## config.mk

```make
export PLATFORM = sky130hd
export DESIGN_NAME = pgm709_queue
export DESIGN_NICKNAME = d
export VERILOG_FILES = /design/src/rtl/pgm709_pkg.sv /design/src/rtl/pgm709_queue.sv
export SDC_FILE = /design/constraint.sdc
export NUM_CORES = 1
export LEC_CHECK = 0
export BUFFER_PORTS_ARGS = -buffer_cell sky130_fd_sc_hd__buf_4
export CAP_MARGIN = 40
export CORE_MARGIN = 5
export CORE_UTILIZATION = 48
export CTS_BUF_LIST = sky130_fd_sc_hd__clkbuf_4
export DETAILED_ROUTE_END_ITERATION = 8
export PLACE_DENSITY = 0.79
export SYNTH_ARGS = -nofsm -noshare
export SYNTH_HDL_FRONTEND = slang
export SYNTH_SLANG_ARGS = --single-unit
```

## constraint.sdc

```tcl
create_clock -name clk -period 1.49 [get_ports clk]
set_input_delay 0.149 -clock clk [delete_from_list [all_inputs] [get_ports clk]]
set_output_delay 0.149 -clock clk [all_outputs]
set_load 0.005 [all_outputs]
```

## src/rtl/pgm709_pkg.sv

```systemverilog
// shared types and constants for the rec709 inverse gamma block
`timescale 1ns / 1ps
package pgm709_pkg;

  // default fraction width of the fixed-point output
  localparam int FRAC_BITS_DEF = 16;

  // configuration register indexes
  localparam logic [1:0] CFG_MAX_GRAY     = 2'd0;
  localparam logic [1:0] CFG_OUTPUT_MODE  = 2'd1;
  localparam logic [1:0] CFG_SAMPLE_LIMIT = 2'd2;

  // output mode codes
  localparam logic MODE_GRAY = 1'b0;
  localparam logic MODE_FRAC = 1'b1;

  // one assembled sample on its way to the back end
  typedef struct packed {
    logic [15:0] sample;
    logic        last;
  } smp_t;

endpackage

```

## src/rtl/pgm709_queue.sv

```systemverilog
// two-entry sample queue between intake and arithmetic
`timescale 1ns / 1ps
module pgm709_queue (
  input  logic               clk,
  input  logic               rst,
  input  logic               push,
  input  pgm709_pkg::smp_t   push_data,
  output logic               full,
  input  logic               pop,
  output logic               avail,
  output pgm709_pkg::smp_t   head
);
  import pgm709_pkg::*;

  smp_t       slot [2];
  logic       wr_ptr;
  logic       rd_ptr;
  logic [1:0] count;

  assign full  = (count == 2'd2);
  assign avail = (count != 2'd0);
  assign head  = slot[rd_ptr];

  // entry storage
  always_ff @(posedge clk) begin
    if (push) begin
      slot[wr_ptr] <= push_data;
    end
  end

  // pointers and fill count
  always_ff @(posedge clk) begin
    if (rst) begin
      wr_ptr <= 1'b0;
      rd_ptr <= 1'b0;
      count  <= 2'd0;
    end else begin
      if (push) begin
        wr_ptr <= !wr_ptr;
      end
      if (pop) begin
        rd_ptr <= !rd_ptr;
      end
      case ({push, pop})
        2'b10:   count <= count + 2'd1;
        2'b01:   count <= count - 2'd1;
        default: count <= count;
      endcase
    end
  end

endmodule

```

After elaboration in Yosys (flattened, before gate mapping)

Memory sizes are Yosys's and may differ from the RTL's. A register that Yosys moved wholly into a read port is not among the register bits.
Index checks and enable logic that the tools add are counted.

$add $sub $neg: 2
Eq/ne operators: 3
Multiplexer cells: 5
Reductions and logical operators: 4

Operator list:

| cell                                                                | count |
|---|---|
| 2-bit == test (second input constant)                               | 2 |
| 1-bit two-way mux                                                   | 4 |
| 2-bit case mux with 2 select lines                                  | 1 |
| 2-bit nonzero test                                                  | 2 |
| 2-bit by 1-bit adder with 2-bit output (second input constant)      | 1 |
| 2-bit by 1-bit == test with 1-bit output (second input constant)    | 1 |
| 1-bit logical NOT                                                   | 2 |
| 2-bit by 1-bit subtractor with 2-bit output (second input constant) | 1 |

Register bits: 4
Memory bits (writable): 34
Bits of input ports: 21
Output and inout bits: 19
Word-level logic and storage cells: 18
Memories: 1

Memory list:

| name | words | width | read ports | clocked after Yosys merged registers in | wr ports | line               | text |
|---|---|---|---|---|---|---|---|
| slot | 2     | 17    | 1          | 1                                       | 1        | pgm709_queue.sv:15 | `smp_t slot [2];` |

Depth between registers and ports, before layout

Depth in word-level cells: 3
Mapped depth: 5
Depth with buffers taken out: 5

Worst setup path after synthesis

Ideal clock, no wire load.

Path kind: register -> register
Start: reg wr_ptr
End: mem slot[0][0] in the netlist's numbering, enable pin
Library setup time: 0.391 ns
Arrival: 1.066 ns
Data required time: 1.099 ns
Path slack: 0.034 ns
Cell stages (with the launch flop): 2
Path buffers: 0
Clock period less this slack: 1.456 ns
Path through: dfxtp_1 nor2_1

RTL lines:

| item                   | line               | text |
|---|---|---|
| start, declared        | pgm709_queue.sv:16 | `logic wr_ptr;` |
| start signal, assigned | pgm709_queue.sv:39 | `wr_ptr <= !wr_ptr;` |
| end, declared          | pgm709_queue.sv:15 |  |

No word-level cell before the write port.

==> results.cfg <==
[detailed_routing]
drtPass1Iterations = 4
ant_nets = 0
routed_wl_um = 2680
drt-vias-per-instance = 4.97
dr.first_iter.drc_count = 16
vias = 864
wl_per_cell_um = 15.4
drc = 0

[finish]
seqCellArea_um2 = 1120
drive_above_1_share_pct = 50.3
stdcell_area_um2 = 2110
area_delta_synth_final_pct = 47.5
nNetsFinal = 164
multiInputGateArea_um2 = 329
nFillCells = 185
diodes = 0
post-route-util_pct = 75.2

[timing]
slew_headroom_pct = 84.4
layout_min_cycle_time_ps = 1480
rsz0062_at_grt = yes
setup_ws_ps = 12.9
tightestPinTransition_ps = 235
finalSetupViolations = 0
skew_ps = 9.36
finalHoldViolations = 0
maxSlewViolCount = 0
fmax_ghz = 0.677
tns_ps = 0
period_share_pct = 99.1

[yosys]
yosysSeqAreaShare_pct = 78.4
synth_cells = 75
avgSynthCellArea_um2 = 19.1
yosys.area.top_type = edfxtp_1
yosysWarnings = 0
synth.distinct_cells = 15
yosys_register_bits = 39
syn-num-nets = 97
synth_area_leaders = edfxtp_1, mux2_2, dfxtp_1, xnor2_1, nor2_1
syn_area_um2 = 1430
yosysTopAreaCellShare_pct = 71.4

[global_routing]
antenna_found_initial = 0
grt-ovfl-total = 0
grt_use_total_pct = 14.1
grt_pass1_vias = 885
grt_max_degree = 18
grt_pass1_wl_um = 4240

[cts]
ctsLongestPathBuffers = 2
cts_made_buffers = 5
cts-root-buf = clkbuf_4
htree_levels = 2
clk-insertion-delay-late_ps = 340
cts.sinks = 39
path_clk_slew_ps = 110
cts_tree = yes
postCtsSetupBuffers = 0

[flow_run]
cap_violations = 0

[power]
pwr_density_cell_nw_per_um2 = 1060
p_leak_uw = 0.000847
vdd_drop_max_mv = 0.822

[critical_path]
r2r_start = wr_ptr
setup.worst_path.end_class = primary output
critPathArrivalTime_ps = 1330
required_ps = 1340
path_max_fanout = 5
reg2reg_slack_ps = 380
path_class = reg -> out
startpoint_type = register

[place]
place.gp.congestion = 0.645
placed_cell_area_um2 = 1780
dp_hpwl_um = 1660
dp_slack_ps = 272
port_buffers = 39

[floorplanning]
die_w_um = 64.6
io_pins = 40
rows = 19
dieHeight_um = 64.6
die-area_um2 = 4170
core_area_um2 = 2810
start_util_pct = 51.0

[min_path]
min_from = pop
min_path_type = in -> reg

[run_status]
outcome = finished, final reports clean
synth_stat cells:
cell / instances
xor2_1: 1
and2_1: 1
edfxtp_1: 34
inv_1: 1
and2b_2: 1
a21oi_1: 1
dfxtp_1: 5
nor2_1: 5
xnor2_1: 3
ha_1: 1
buf_2: 2
or3_1: 1
o21ai_0: 1
mux2_2: 17
or2_2: 1
worst paths after layout:
path | cells past startpoint | to
max | 3 | head[12]
min reg2reg | 2 | count[1]
max reg2reg | 2 | slot[1][9]
min | 3 | register
critical path: stages, from the launching register on:
cell	delay [ps]
dfxtp_4	390
buf_6	120
mux2_2	340
buf_4	140
final cells by class:
type | count | area share [%]
clock buffers | 7 | 2.49
clock inverters | 1 | 0.237
multi-input cells | 33 | 15.6
inverters | 1 | 0.178
flip-flops and latches | 39 | 53.3
well taps | 31 | 1.84
repair buffers | 62 | 26.3
what timing repair did:
item                                    in CTS  in global routing
pin swaps                                    0                  0
hold endpoints to repair                    39                  0
hold buffers                                18                  0
gates cloned                                 1                  0
gates resized for setup                      4                 20
endpoints found under the setup margin      10                 17
sequential cells by signal, summed over array words and instances, names as in the netlist, named ones only:
| signal | flops |
|---|---|
| rd_ptr | 1 |
| slot | 34 |
| count | 2 |
| wr_ptr | 1 |
layer usage:
metal | track usage [%] | routed length [um]
met5 | 0 | 0
met2 | 23.6 | 1400
met4 | 7.92 | 40
met3 | 5.53 | 186
met1 | 15.2 | 1060
per-stage QoR:
| step | cells | hold slack (ps) | power, uW |
|---|---|---|---|
| floorplan | 75 | 218 | 1450 |
| global placement | 147 | 334 | 1620 |
| detailed placement | 147 | 337 | 1630 |
| CTS | 174 | 54.6 | 2210 |
| global route | 174 | 78.1 | 2350 |
| finish | 174 | 80.1 | 2230 |
cells in the final DEF (no fill, tap or decap):
cell and instances:
edfxtp_1 34, buf_4 33, dlygate4sd3_1 18, buf_6 10
mux2_4 9, mux2_2 8, clkbuf_4 7, nor2_1 5
dfxtp_1 4, xnor2_1 3, or2_2 1, and2_1 1
inv_1 1, and2b_2 1, xor2_1 1, o21ai_0 1
or3_1 1, a21oi_1 1, ha_1 1, dfxtp_4 1
clkinv_2 1, buf_8 1
power by group:
| group | switching, uW | leakage (uW) | internal [uW] | total [uW] |
|---|---|---|---|---|
| Sequential | 28.7 | 0.000361 | 1270 | 1300 |
| Clock | 314 | 0.0000361 | 220 | 534 |
| Combinational | 143 | 0.000450 | 261 | 404 |
logic make-up (layout without fill, tap and decap cells):
logic type,Yosys count,after routing,synth area share [%]
DFF,39,39,78.4
adders and majority gates,1,1,0.875
muxes,17,17,13.4
buffers and inverters,3,71,0.962
AOI/OAI and AO/OA,2,2,0.699
xor gates and xnor gates,4,4,2.45
and+or+nand+nor,9,9,3.24
(Power assumes the default switching activity.)
