$ cat config.mk
export PLATFORM = sky130hd
export DESIGN_NAME = pgm709_front
export DESIGN_NICKNAME = d
export VERILOG_FILES = /design/src/rtl/pgm709_pkg.sv /design/src/rtl/pgm709_front.sv
export SDC_FILE = /design/constraint.sdc
export NUM_CORES = 1
export LEC_CHECK = 0
export ABC_CLOCK_PERIOD_IN_PS = 4540
export BUFFER_PORTS_ARGS = -buffer_cell sky130_fd_sc_hd__buf_2
export CELL_PAD_IN_SITES_DETAIL_PLACEMENT = 1
export CELL_PAD_IN_SITES_GLOBAL_PLACEMENT = 1
export CORE_MARGIN = 3
export CORE_UTILIZATION = 43
export CTS_CLUSTER_SIZE = 40
export DETAILED_ROUTE_END_ITERATION = 10
export GPL_ROUTABILITY_DRIVEN = 0
export PLACE_DENSITY = 0.92
export SYNTH_ARGS = -nofsm -noshare
export SYNTH_HDL_FRONTEND = slang
export SYNTH_SLANG_ARGS = --single-unit
export TNS_END_PERCENT = 20
$ cat constraint.sdc
create_clock -name clk -period 4.54 [get_ports clk]
set_input_delay 0.227 -clock clk [delete_from_list [all_inputs] [get_ports clk]]
set_output_delay 0.227 -clock clk [all_outputs]
set_load 0.01 [all_outputs]
$ cat src/rtl/pgm709_pkg.sv
// shared types and constants for the rec709 inverse gamma block
`timescale 1ns / 1ps
package pgm709_pkg;

  // default fraction width of the fixed-point output
  localparam int FRAC_BITS_DEF = 16;

  // configuration register indexes
  localparam logic [1:0] CFG_MAX_GRAY     = 2'd0;
  localparam logic [1:0] CFG_OUTPUT_MODE  = 2'd1;
  localparam logic [1:0] CFG_SAMPLE_LIMIT = 2'd2;

  // output mode codes
  localparam logic MODE_GRAY = 1'b0;
  localparam logic MODE_FRAC = 1'b1;

  // one assembled sample on its way to the back end
  typedef struct packed {
    logic [15:0] sample;
    logic        last;
  } smp_t;

endpackage

$ cat src/rtl/pgm709_front.sv
// byte intake: pairs bytes into samples when wide, counts samples against the limit
`timescale 1ns / 1ps
module pgm709_front (
  input  logic               clk,
  input  logic               rst,
  input  logic [15:0]        max_gray,
  input  logic [23:0]        sample_limit,
  input  logic               in_valid,
  output logic               in_ready,
  input  logic [7:0]         data_byte,
  input  logic               q_full,
  output logic               q_push,
  output pgm709_pkg::smp_t   q_data
);
  import pgm709_pkg::*;

  logic [7:0]  held_high_byte;
  logic        high_byte_pending;
  logic [23:0] samples_done;
  logic [23:0] samples_done_next;
  logic        accept;
  logic        wide;
  logic        at_limit;

  assign in_ready          = !q_full;
  assign accept            = in_valid && in_ready;
  assign wide              = (max_gray > 16'd255);
  assign at_limit          = (samples_done >= sample_limit);
  assign samples_done_next = samples_done + 24'd1;

  // a sample is complete on every byte in narrow mode, on the low byte otherwise
  assign q_push        = accept && !at_limit && (!wide || high_byte_pending);
  assign q_data.sample = wide ? {held_high_byte, data_byte} : {8'd0, data_byte};
  assign q_data.last   = (samples_done_next == sample_limit);

  // pairing and counting state
  always_ff @(posedge clk) begin
    if (rst) begin
      held_high_byte    <= 8'd0;
      high_byte_pending <= 1'b0;
      samples_done      <= 24'd0;
    end else if (accept && !at_limit) begin
      if (wide) begin
        if (!high_byte_pending) begin
          held_high_byte <= data_byte;
        end
        high_byte_pending <= !high_byte_pending;
      end else begin
        high_byte_pending <= 1'b0;
      end
      if (q_push) begin
        samples_done <= samples_done_next;
      end
    end
  end

endmodule

; ---- After elaboration in Yosys (flattened, before gate mapping)
; Cells that the tools add are included.
[totals]
reg_bits = 33
output_inout_bits = 19
word_cells = 20
[classes]
add_sub_neg = 1
magnitude_cmp = 2
n_eq_ne = 1
n_mux = 2
bitwise = 1
reduce_logical = 10
[ops]
columns = cell, count
row1 = "adder 24 x 1 -> 24 bit, second input constant", 1
row2 = equality test 24 bit, 1
row3 = >= comparator 24 bit, 1
row4 = "greater-than comparator 16 x 8 -> 1 bit, second input constant", 1
row5 = two-way mux 16 bit, 1
row6 = zero test 1 bit, 4
row7 = logical AND 1 bit, 3
row8 = AND reduction 3 bit, 1
row9 = AND reduction 2 bit, 1
row10 = logical OR 1 bit, 1
row11 = two-way mux 1 bit, 1
row12 = inverter 1 bit, 1

; ---- Depth between registers and ports, before layout
; Gate-level depths: netlist of the first run.
[depth]
ltp_word = 5
depth_mapped = 10
depth_no_buf = 8

; ---- Worst setup path before layout of the first run
; No wires, ideal clock.
[synth_timing]
kind = flip-flop to flip-flop
from = register samples_done[0]
to = register samples_done[20]
setup_time_ns = 0.121
arrival_time_ns = 2.293
path_slack_ns = 2.126
stages_incl_launch_ff = 10
period_less_slack_ns = 2.414
path_cell_list = dfxtp_1 inv_1 ha_1 and3_1 o21ai_0 a31oi_1 o311a_1 buf_2 nor4_1 mux2_2
[synth_via]
elab_chain_len = 5
elab_cells_between_ends = 6
classes_between = add/sub (1) / order compare (1) / reduce/logical (4)
[synth_rtl]
columns = element, line
row1 = from (decl), pgm709_front.sv:19  ; logic [23:0] samples_done;
row2 = from (signal assigned), pgm709_front.sv:52  ; samples_done <= samples_done_next;
row3 = >= comparator 24 bit, pgm709_front.sv:28  ; assign at_limit = (samples_done >= sample_limit);
row4 = zero test 1 bit, "pgm709_front.sv:32, pgm709_front.sv:42"
row5 = logical AND 1 bit, "pgm709_front.sv:32, pgm709_front.sv:42"
row6 = logical AND 1 bit, pgm709_front.sv:32  ; assign q_push = accept && !at_limit && (!wide || high_byte_pending);
row7 = AND reduction 2 bit (no source line), -
; Parallel ways exist; a longest one is shown, timed or not.
; A chain may end at the register's enable or synchronous reset.

; ---- Worst setup path in the final report of the first run
[layout_timing]
from = register samples_done[11]
to = output q_push
[layout_via]
elab_chain_len = 4
[layout_rtl]
columns = element, line
row1 = >= comparator 24 bit, pgm709_front.sv:28
row2 = zero test 1 bit, pgm709_front.sv:32
row3 = logical AND 1 bit (2 in series), pgm709_front.sv:32
row4 = to (decl), pgm709_front.sv:12  ; output logic q_push,
; Every way passes these cells.

==> results of run 1 <==
cell families (layout without fill, tap and decap cells):
logic type,Yosys count,in the layout,share of synthesized area
XOR/XNOR,27,27,0.0803
AO/OA/AOI/OAI,98,98,0.196
multiplexers,7,7,0.0249
buffers and inverters,63,104,0.0904
adder cells (fa/ha/maj),25,25,0.100
AND/OR/NAND/NOR,158,158,0.296
flip-flops,33,33,0.212
power breakdown:
group          leakage [µW]  total (µW)  switching [µW]  internal (µW)
clock network     0.0000543         292             127            164
registers          0.000267         295            1.97            293
logic               0.00112         106            60.4           46.1
total               0.00144         693             189            504
state kept, by name, indices dropped and copies added, names as in the netlist:
name               cells
high_byte_pending      1
samples_done          24
held_high_byte         8
per-layer routing:
layer	routed length [µm]	GRT usage	vias up
met4	152	0.0666	0
li1	-	-	1584
met3	457	0.0365	16
met5	0	0	-
met1	3900	0.259	1583
met2	4780	0.416	97
stage by stage:
stage               setup slack, ps   util  cell area (µm²)  power (µW)
floorplan                      2130      -             3120         366
global placement               1240  0.493             3400         402
detailed placement             1110  0.493             3400         408
CTS                             741  0.509             3520         692
global route                    492  0.509             3520         721
finish                          708  0.509             3520         693
cells in the final DEF, fill, tap and decap left out, drive strengths merged, types with 19 or more instances in the layout:
master / count
a21oi: 38
buf: 65
dfxtp: 33
ha: 25
inv: 31
nand2: 22
nand3: 24
nor2: 20
o21ai: 19
xnor2: 20
critical path: stages (launching register included):
cell      delay [ps]
dfxtp_1          590
ha_1             340
a21oi_1          120
o21ai_0          150
a22oi_1          480
nand4b_1         660
buf_4            450
nor2_1           320
buf_2            210
area by class of cell:
type | count | area (µm²) | share of cell area
Tap cell | 96 | 120 | 0.0341
Multi-Input combinational cell | 315 | 2170 | 0.618
Clock inverter | 3 | 46.3 | 0.0132
Sequential cell | 33 | 661 | 0.188
Inverter | 31 | 116 | 0.0331
Clock buffer | 5 | 68.8 | 0.0196
Timing Repair Buffer | 65 | 333 | 0.0946
worst max path at each step:
stage	end	slack [ps]	cells after the start
after global routing	q_push	490	8
after detailed placement	samples_done[9]	1110	8
final	q_push	710	8
after global placement	q_push	1240	8
after CTS	q_push	740	8
after floorplan	samples_done[20]	2130	9
==> impl_metrics.csv, run 1 <==
group,metric,value,unit
outcome,status,"complete, no violations",
final_layout,area.growth.synth_to_final,12.9,%
detailed_routing,viasPerCell,5.99,
grt,grt_pass1_vias,3372,
pwr,vdd_drop_max,197,µV
logic_synthesis,ys.flop_type,"dfxtp_1",
floorplan,die_h,91.1,µm
grt,grtUsageTotal,0.223,
timing,setup_tns,0,ps
logic_synthesis,synth_edf_count,0,
floorplan,io_pins,71,
grt,overflow,0,
clock_network,cts_buffers,5,
grt,grt_max_degree,43,
logic_synthesis,netlist_area,3120,µm²
logic_synthesis,syn_nets,488,
timing,holdWs,184,ps
logic_synthesis,syn_avg_cell_area,7.58,µm²
clock_network,hold_buffers,0,
logic_synthesis,ys_warn_count,0,
timing,fin_crit,3830,ps
logic_synthesis,synth_cells,411,
worst_setup_path,reg2reg_from,"samples_done[11]",
logic_synthesis,ys_ff_latch,33,
floorplan,fp.coreArea,6910,µm²
detailed_routing,drt_iter0_markers,205,
final_layout,n_fill_cell,912,
detailed_routing,routed_wirelength,9290,µm
timing,drv_slew,0,
grt,grt_pass1_wl,15700,µm
logic_synthesis,synth_commonest_cells,"a21oi_1, dfxtp_1, inv_1",
timing,setup_viol,0,
floorplan,rows,30,
clock_network,cts.htree.levels,2,
worst_setup_path,r2r_cells,8,
detailed_routing,ant_nets,0,
clock_network,cts_setup_buffers,0,
worst_setup_path,rrSetupSlack,1020,ps
min_path,hold_path_depth,3,
timing,slew_headroom,0.470,
logic_synthesis,synthDistinctLibCells,50,
logic_synthesis,async_flop_share,0,
pwr,p_leak,0.00144,µW
worst_setup_path,r2r-end,"samples_done[9]",
final_layout,final_nets,528,
final_layout,n_antenna_cell,0,
worst_setup_path,startpoint,"samples_done[11]",
clock_network,clockBufferDepth,2,
worst_setup_path,critPathCaptureType,"output pin",
logic_synthesis,synthMostInstantiatedCell,"a21oi_1",
detailed_routing,drc_errors,0,
logic_synthesis,ys_seq_area_frac,0.212,
worst_setup_path,worstPathMaxFanout,17,
logic_synthesis,synth_top_area_share,0.212,
timing,grt_setup_unrepaired,"false",
worst_setup_path,critPathLaunchType,"register",
floorplan,start_util,0.451,
timing,clock.fmax,0.261,GHz
clock_network,ctsRootBufferMaster,"clkbuf_8",
timing,worstMarginPinSlew,796,ps
min_path,hp-start,"data_byte[1]",
flow_run,max_cap_violations,0,
detailed_routing,dr.pass1.iters,4,
clock_network,clk_pin_slew_worst_paths,80,ps
detailed_routing,vias,3280,
detailed_routing,wl_per_cell,16.9,µm
place,hpwl,7130,µm
logic_synthesis,synth_area_leader_cell,"dfxtp_1",
logic_synthesis,synth_area_leaders,"dfxtp_1, ha_1, a21oi_1, xnor2_1, nand3_1",
clock_network,cts_resized,0,
clock_network,cts_tree,"done",
clock_network,clkSinkCount,33,
timing,hold_viol,0,
grt,antenna_found_initial,0,
worst_setup_path,path_class,"reg2out",
worst_setup_path,cp.required,4310,ps
floorplan,die_x,91.1,µm
floorplan,dieArea,8300,µm²
final_layout,instances_no_fill,548,
place,portBuffers,62,
clock_network,clkLatencyLatePin,290,ps
final_layout,drive_above_1_share,0.199,
timing,skew,7.25,ps
timing,fin_crit_sh,0.844,
place,dp.cells,540,
min_path,hold_end,"held_high_byte[1]",
pwr,p_per_area,197,nW/µm²
min_path,min_path_type,"in2reg",
worst_setup_path,critical_path_arrival,3610,ps
No activity file was read; power rests on OpenSTA's default activity.
==> run 2, diff against run 1 <==
ABC_AREA = 1   (was unset)
ABC_CLOCK_PERIOD_IN_PS = 3500   (was 4540)
CORE_UTILIZATION = 33   (was 43)
PLACE_DENSITY = 0.82   (was 0.92)
clock period = 3.5 ns   (was 4.54 ns; I/O delays follow)
==> run 2 against run 1 <==
Compared with the run above:
- via count up 13%
- die area up 34%
- clock power up 34%
- design area up 6.9%
- largest cell class unchanged
==> impl_metrics.csv, run 2 <==
group,metric,value,unit
final_layout,final_common_cell,"nand2_1",
logic_synthesis,synth_area_leaders,"nand2_1, dfxtp_1, nor2_1, ha_1, inv_1",
logic_synthesis,synth_area_leader_cell,"nand2_1",
final_layout,utilization,0.400,
min_path,min_path_type,"in2reg",
worst_setup_path,critPathCaptureType,"output pin",
detailed_routing,routed_wirelength,9800,µm
flow_run,max_cap_violations,0,
place,dpl_cell_area,3650,µm²
logic_synthesis,synth_edf_count,0,
logic_synthesis,ys_ff_latch,33,
clock_network,clkSinkCount,33,
clock_network,cts_setup_buffers,0,
logic_synthesis,syn_avg_cell_area,5.57,µm²
logic_synthesis,ys.flop_type,"dfxtp_1",
logic_synthesis,synth_top_area_share,0.246,
timing,fin_crit_sh,0.770,
worst_setup_path,critPathLaunchType,"register",
floorplan,io_pins,71,
worst_setup_path,path_class,"reg2out",
detailed_routing,wl_per_cell,12.7,µm
final_layout,top_regs,"samples_done: 24 flops, held_high_byte: 8 flops, high_byte_pending: 1 flops",
grt,grt_pass1_wl,16400,µm
logic_synthesis,ys_seq_area_frac,0.202,
logic_synthesis,synth_cells,586,
detailed_routing,drt_iter0_markers,66,
timing,grt_setup_unrepaired,"false",
logic_synthesis,ys_warn_count,0,
logic_synthesis,async_flop_share,0,
clock_network,clkLatencyLatePin,290,ps
timing,setup_viol,0,
grt,antenna_found_initial,0,
clock_network,cts_tree,"done",
clock_network,ctsRootBufferMaster,"clkbuf_8",
clock_network,cts_buffers,5,
final_layout,final_cell_mix,"nand2_1, nor2_1, inv_1",
grt,grt_max_degree,36,
floorplan,die_h,105,µm
floorplan,die_x,105,µm
logic_synthesis,synthDistinctLibCells,26,
clock_network,cts.htree.levels,2,
detailed_routing,ant_nets,0,
place,portBuffers,62,
clock_network,cts_resized,0,
grt,overflow,0,
clock_network,clk_pin_slew_worst_paths,80,ps
detailed_routing,dr.pass1.iters,6,
timing,fin_crit,2700,ps
final_layout,regMostFlops,"samples_done",
timing,drv_slew,0,
timing,clock.fmax,0.371,GHz
floorplan,rows,35,
place,hpwl,8010,µm
clock_network,clockBufferDepth,2,
final_layout,largest_reg_flops,24,
pwr,p_per_area,270,nW/µm²
outcome,status,"complete, no violations",
worst_setup_path,critical_path_arrival,2520,ps
logic_synthesis,synthMostInstantiatedCell,"nand2_1",
final_layout,final_area,3760,µm²
pwr,p_leak,0.00222,µW
logic_synthesis,synth_commonest_cells,"nand2_1, nor2_1, inv_1",
floorplan,start_util,0.347,
final_layout,final_nets,717,
clock_network,hold_buffers,0,
grt,grtUsageTotal,0.178,
floorplan,dieArea,11100,µm²
final_layout,area.growth.synth_to_final,15.3,%
logic_synthesis,netlist_area,3260,µm²
grt,grt_pass1_vias,3765,
timing,setup_tns,0,ps
detailed_routing,viasPerCell,4.80,
detailed_routing,drc_errors,0,
final_layout,n_antenna_cell,0,
worst_setup_path,cp.required,3320,ps
detailed_routing,vias,3697,
worst_setup_path,worstPathMaxFanout,13,
timing,worstMarginPinSlew,560,ps
timing,skew,3.14,ps
pwr,vdd_drop_max,127,µV
logic_synthesis,syn_nets,663,
timing,hold_viol,0,
floorplan,fp.coreArea,9420,µm²
final_layout,drive_above_1_share,0.148,
timing,slew_headroom,0.626,
run 2: cell types whose count changed after synthesis, sizes merged, moves of 11 or more:
cell,change
o31ai,-14
nor2,+94
o21ai,-13
clkbuf,-13
nand3,+28
nor2b,-11
a21oi,-16
xnor2,-20
or4,-13
inv,+51
nand2,+200
run 2: layout make-up:
| class | count | area [µm²] |
|---|---|---|
| Tap cell | 129 | 161 |
| Fill cell | 1329 | 5650 |
| Sequential cell | 33 | 661 |
| Clock buffer | 5 | 68.8 |
| Clock inverter | 3 | 46.3 |
| Timing Repair Buffer | 64 | 338 |
| Multi-Input combinational cell | 454 | 2180 |
| Inverter | 82 | 308 |
run 2: through the flow:
step | worst slack (ps) | hold slack [ps] | instances | power, µW
finish | 804 | 112 | 770 | 1010
global route | 543 | 127 | 770 | 1080
CTS | 731 | 106 | 770 | 1030
detailed placement | 882 | 425 | 762 | 635
global placement | 965 | 409 | 762 | 622
floorplan | 1630 | 310 | 586 | 562
run 2: power by group:
group | switching, µW | internal [µW]
clock | 176 | 214
combinational | 129 | 85.7
sequential | 16.2 | 394
total | 321 | 693
run 2: logic make-up after synthesis:
kind of cell / count (synthesis) / synth area share
xor gates and xnor gates: 2 / 0.00959
DFF: 33 / 0.202
AOI/OAI and AO/OA: 29 / 0.0464
adders and majority gates: 25 / 0.0959
buffers and inverters: 99 / 0.130
and+or+nand+nor: 398 / 0.516
run 2: final timing paths:
kind,startpoint,end,slack [ps],cells past startpoint
max,samples_done[15],q_push,800,9
min,data_byte[0],held_high_byte[0],110,3
min reg2reg,high_byte_pending,high_byte_pending,500,2
max reg2reg,samples_done[15],samples_done[12],890,9
run 2: worst max-delay path, stage by stage, from the launching register on:
cell and delay (ps):
dfxtp_1 380, ha_1 320, nand2_1 70, nor2_1 190
nand4_1 180, nor2_1 170, nand2_1 180, nand3_1 490
inv_1 80, buf_2 150
run 2: per-layer routing:
metal	vias up	track usage	routed length, µm
li1	1902	-	-
met1	1718	0.208	4510
met2	63	0.341	4820
met3	14	0.0300	337
met4	0	0.0309	134
met5	-	0	0
==> run 3, diff against run 2 <==
ABC_CLOCK_PERIOD_IN_PS = 2400   (was 3500)
clock period = 2.4 ns   (was 3.5 ns; I/O delays follow)
==> run 3 against run 2 <==
Compared with the run above:
- combinational power up 61%
- sequential power is 46% higher
- clock skew is 6.5 ps higher
- cell count grew 2.9%
- power up 49%
- critical endpoint is now q_data[0]
- largest cell class unchanged
- highest routed layer unchanged
==> impl_metrics.csv, run 3 (synthesis results as in run 2) <==
group,metric,value,unit
clock_network,cts_tree,"done",
timing,grt_setup_unrepaired,"true",
clock_network,hold_buffers,0,
floorplan,io_pins,71,
min_path,hp-start,"data_byte[0]",
detailed_routing,viasPerCell,4.85,
floorplan,fp.coreArea,9420,µm²
timing,setup_tns,0,ps
timing,slew_headroom,0.732,
timing,clock.fmax,0.428,GHz
timing,fin_crit,2340,ps
pwr,p_per_area,362,nW/µm²
worst_setup_path,worst_path_max_delay_cell,"dfxtp_2",
detailed_routing,routed_wirelength,11300,µm
floorplan,die_x,105,µm
timing,fin_crit_sh,0.973,
final_layout,final_cell_mix,"nand2_1, nor2_1, inv_1",
final_layout,n_fill_cell,1334,
floorplan,die_h,105,µm
worst_setup_path,path_common_cell,"nand2_1",
worst_setup_path,cp_slowest_stage_delay,350,ps
final_layout,final_common_cell,"nand2_1",
clock_network,clockBufferDepth,2,
detailed_routing,drt_iter0_markers,124,
timing,setup_viol,0,
final_layout,largest_reg_flops,24,
timing,hold_viol,0,
pwr,p_leak,0.00238,µW
worst_setup_path,rrSetupSlack,290,ps
outcome,status,"complete, no violations",
final_layout,regArea,688,µm²
grt,grt_max_degree,39,
final_layout,n_antenna_cell,0,
place,hpwl,8040,µm
worst_setup_path,critical_path_arrival,2220,ps
worst_setup_path,path_cells,"buf_6 -> ha_4 -> nand2_8 -> nor2_8 -> nand2_4 -> nor2_4 -> nand2_2 -> nand2_1 -> nand2_1 -> nand2_1 -> nand2_2 -> nor2_4 -> nand3_2 -> nor2_2 -> buf_2",
worst_setup_path,critPathCaptureType,"output pin",
detailed_routing,dr.pass1.iters,4,
detailed_routing,wl_per_cell,14.3,µm
detailed_routing,ant_nets,0,
timing,skew,9.65,ps
worst_setup_path,reg2reg_from,"samples_done[11]",
clock_network,clk_pin_slew_worst_paths,80,ps
final_layout,final_nets,739,
place,pre_cts_ws,246,ps
final_layout,regMostFlops,"samples_done",
clock_network,clkLatencyLatePin,300,ps
place,dpl_cell_area,3670,µm²
timing,holdWs,54.0,ps
floorplan,dieArea,11100,µm²
floorplan,start_util,0.347,
clock_network,cts_buffers,5,
timing,final.setup.worst_slack,64.6,ps
worst_setup_path,path_class,"reg2out",
final_layout,area.growth.synth_to_final,28.3,%
detailed_routing,vias,3844,
final_layout,top_regs,"samples_done: 24 flops, held_high_byte: 8 flops, high_byte_pending: 1 flops",
worst_setup_path,worstPathMaxFanout,5,
worst_setup_path,cp.required,2280,ps
grt,grt_pass1_wl,17400,µm
min_path,min_path_type,"in2reg",
worst_setup_path,critPathLaunchType,"register",
min_path,hold_path_depth,3,
flow_run,max_cap_violations,0,
grt,overflow,0,
timing,worstMarginPinSlew,402,ps
final_layout,drive_above_1_share,0.256,
place,portBuffers,62,
clock_network,clkSinkCount,33,
grt,antenna_found_initial,0,
final_layout,multiInputGateArea,2380,µm²
timing,drv_slew,0,
worst_setup_path,r2r_cells,10,
final_layout,final_area,4190,µm²
detailed_routing,drc_errors,0,
pwr,vdd_drop_max,257,µV
floorplan,rows,35,
clock_network,cts.htree.levels,2,
worst_setup_path,r2r-end,"held_high_byte[7]",
grt,grt_pass1_vias,3911,
min_path,hold_end,"held_high_byte[0]",
grt,grtUsageTotal,0.187,
clock_network,ctsRootBufferMaster,"clkbuf_8",
[run 3: cell types whose count changed in the layout (fill, tap and decap cells not counted), moves of 3 or more]
cell | previous run | this run
nand3_4 | 0 | 4
dfxtp_1 | 33 | 17
nor2_1 | 107 | 89
dfxtp_2 | 0 | 13
nand3_1 | 50 | 45
dfxtp_4 | 0 | 3
buf_4 | 1 | 19
nor2_4 | 3 | 9
nor2_2 | 2 | 14
buf_6 | 0 | 3
nand2_2 | 6 | 17
nand2_1 | 214 | 201
[run 3: worst max-delay path by stage]
stage                           from              end  slack, ps  cells past startpoint
global route         samples_done[1]        q_data[0]        -90                     15
CTS                  samples_done[5]        q_data[0]         20                     13
finish               samples_done[1]        q_data[0]         60                     15
detailed placement  samples_done[15]  samples_done[3]        250                     11
floorplan           samples_done[15]  samples_done[3]        540                     10
global placement     samples_done[0]        q_data[0]        280                     12
[run 3: area by class of cell]
type | instances | share of cell area
multi-input combinational | 454 | 0.569
sequential | 33 | 0.164
timing repair buffer | 86 | 0.127
inverter | 82 | 0.0735
tap | 129 | 0.0386
clock buffer | 5 | 0.0164
clock inverter | 3 | 0.0111
[run 3: power breakdown]
part           total (µW)  internal, µW  switching, µW  leakage (µW)
Combinational         347           139            208       0.00205
Clock                 567           311            256     0.0000543
Sequential            600           574           26.7      0.000277
[run 3: per-stage QoR]
| step | total power, µW | util | std cells |
|---|---|---|---|
| after floorplan | 820 | - | 586 |
| after global placement | 909 | 0.390 | 765 |
| after detailed placement | 929 | 0.390 | 765 |
| after CTS | 1500 | 0.408 | 776 |
| after global routing | 1610 | 0.445 | 792 |
| final | 1510 | 0.445 | 792 |
[run 3: metal layers]
metal  vias to the layer above  GRT usage  wire (µm)
met4                         0     0.0319        124
met2                        74      0.354       5830
li1                       1950          -          -
met5                         -          0          0
met3                        15     0.0257        418
met1                      1805      0.226       4940
[run 3: critical path, delay by kind of cell (launching register included)]
| kind | cells | cell delay (ps) |
|---|---|---|
| flip-flops | 1 | 350 |
| buffers and inverters | 2 | 230 |
| AND/OR/NAND/NOR | 12 | 1130 |
| adder cells (fa/ha/maj) | 1 | 190 |
[run 3: timing repair]
item                                   in CTS  in global routing
pin swaps                                   3                 24
endpoints found under the hold margin       0                  0
cloned                                      0                  1
setup endpoints to repair                   2                  2
resized for setup                          12                 62
setup buffers                               3                 15
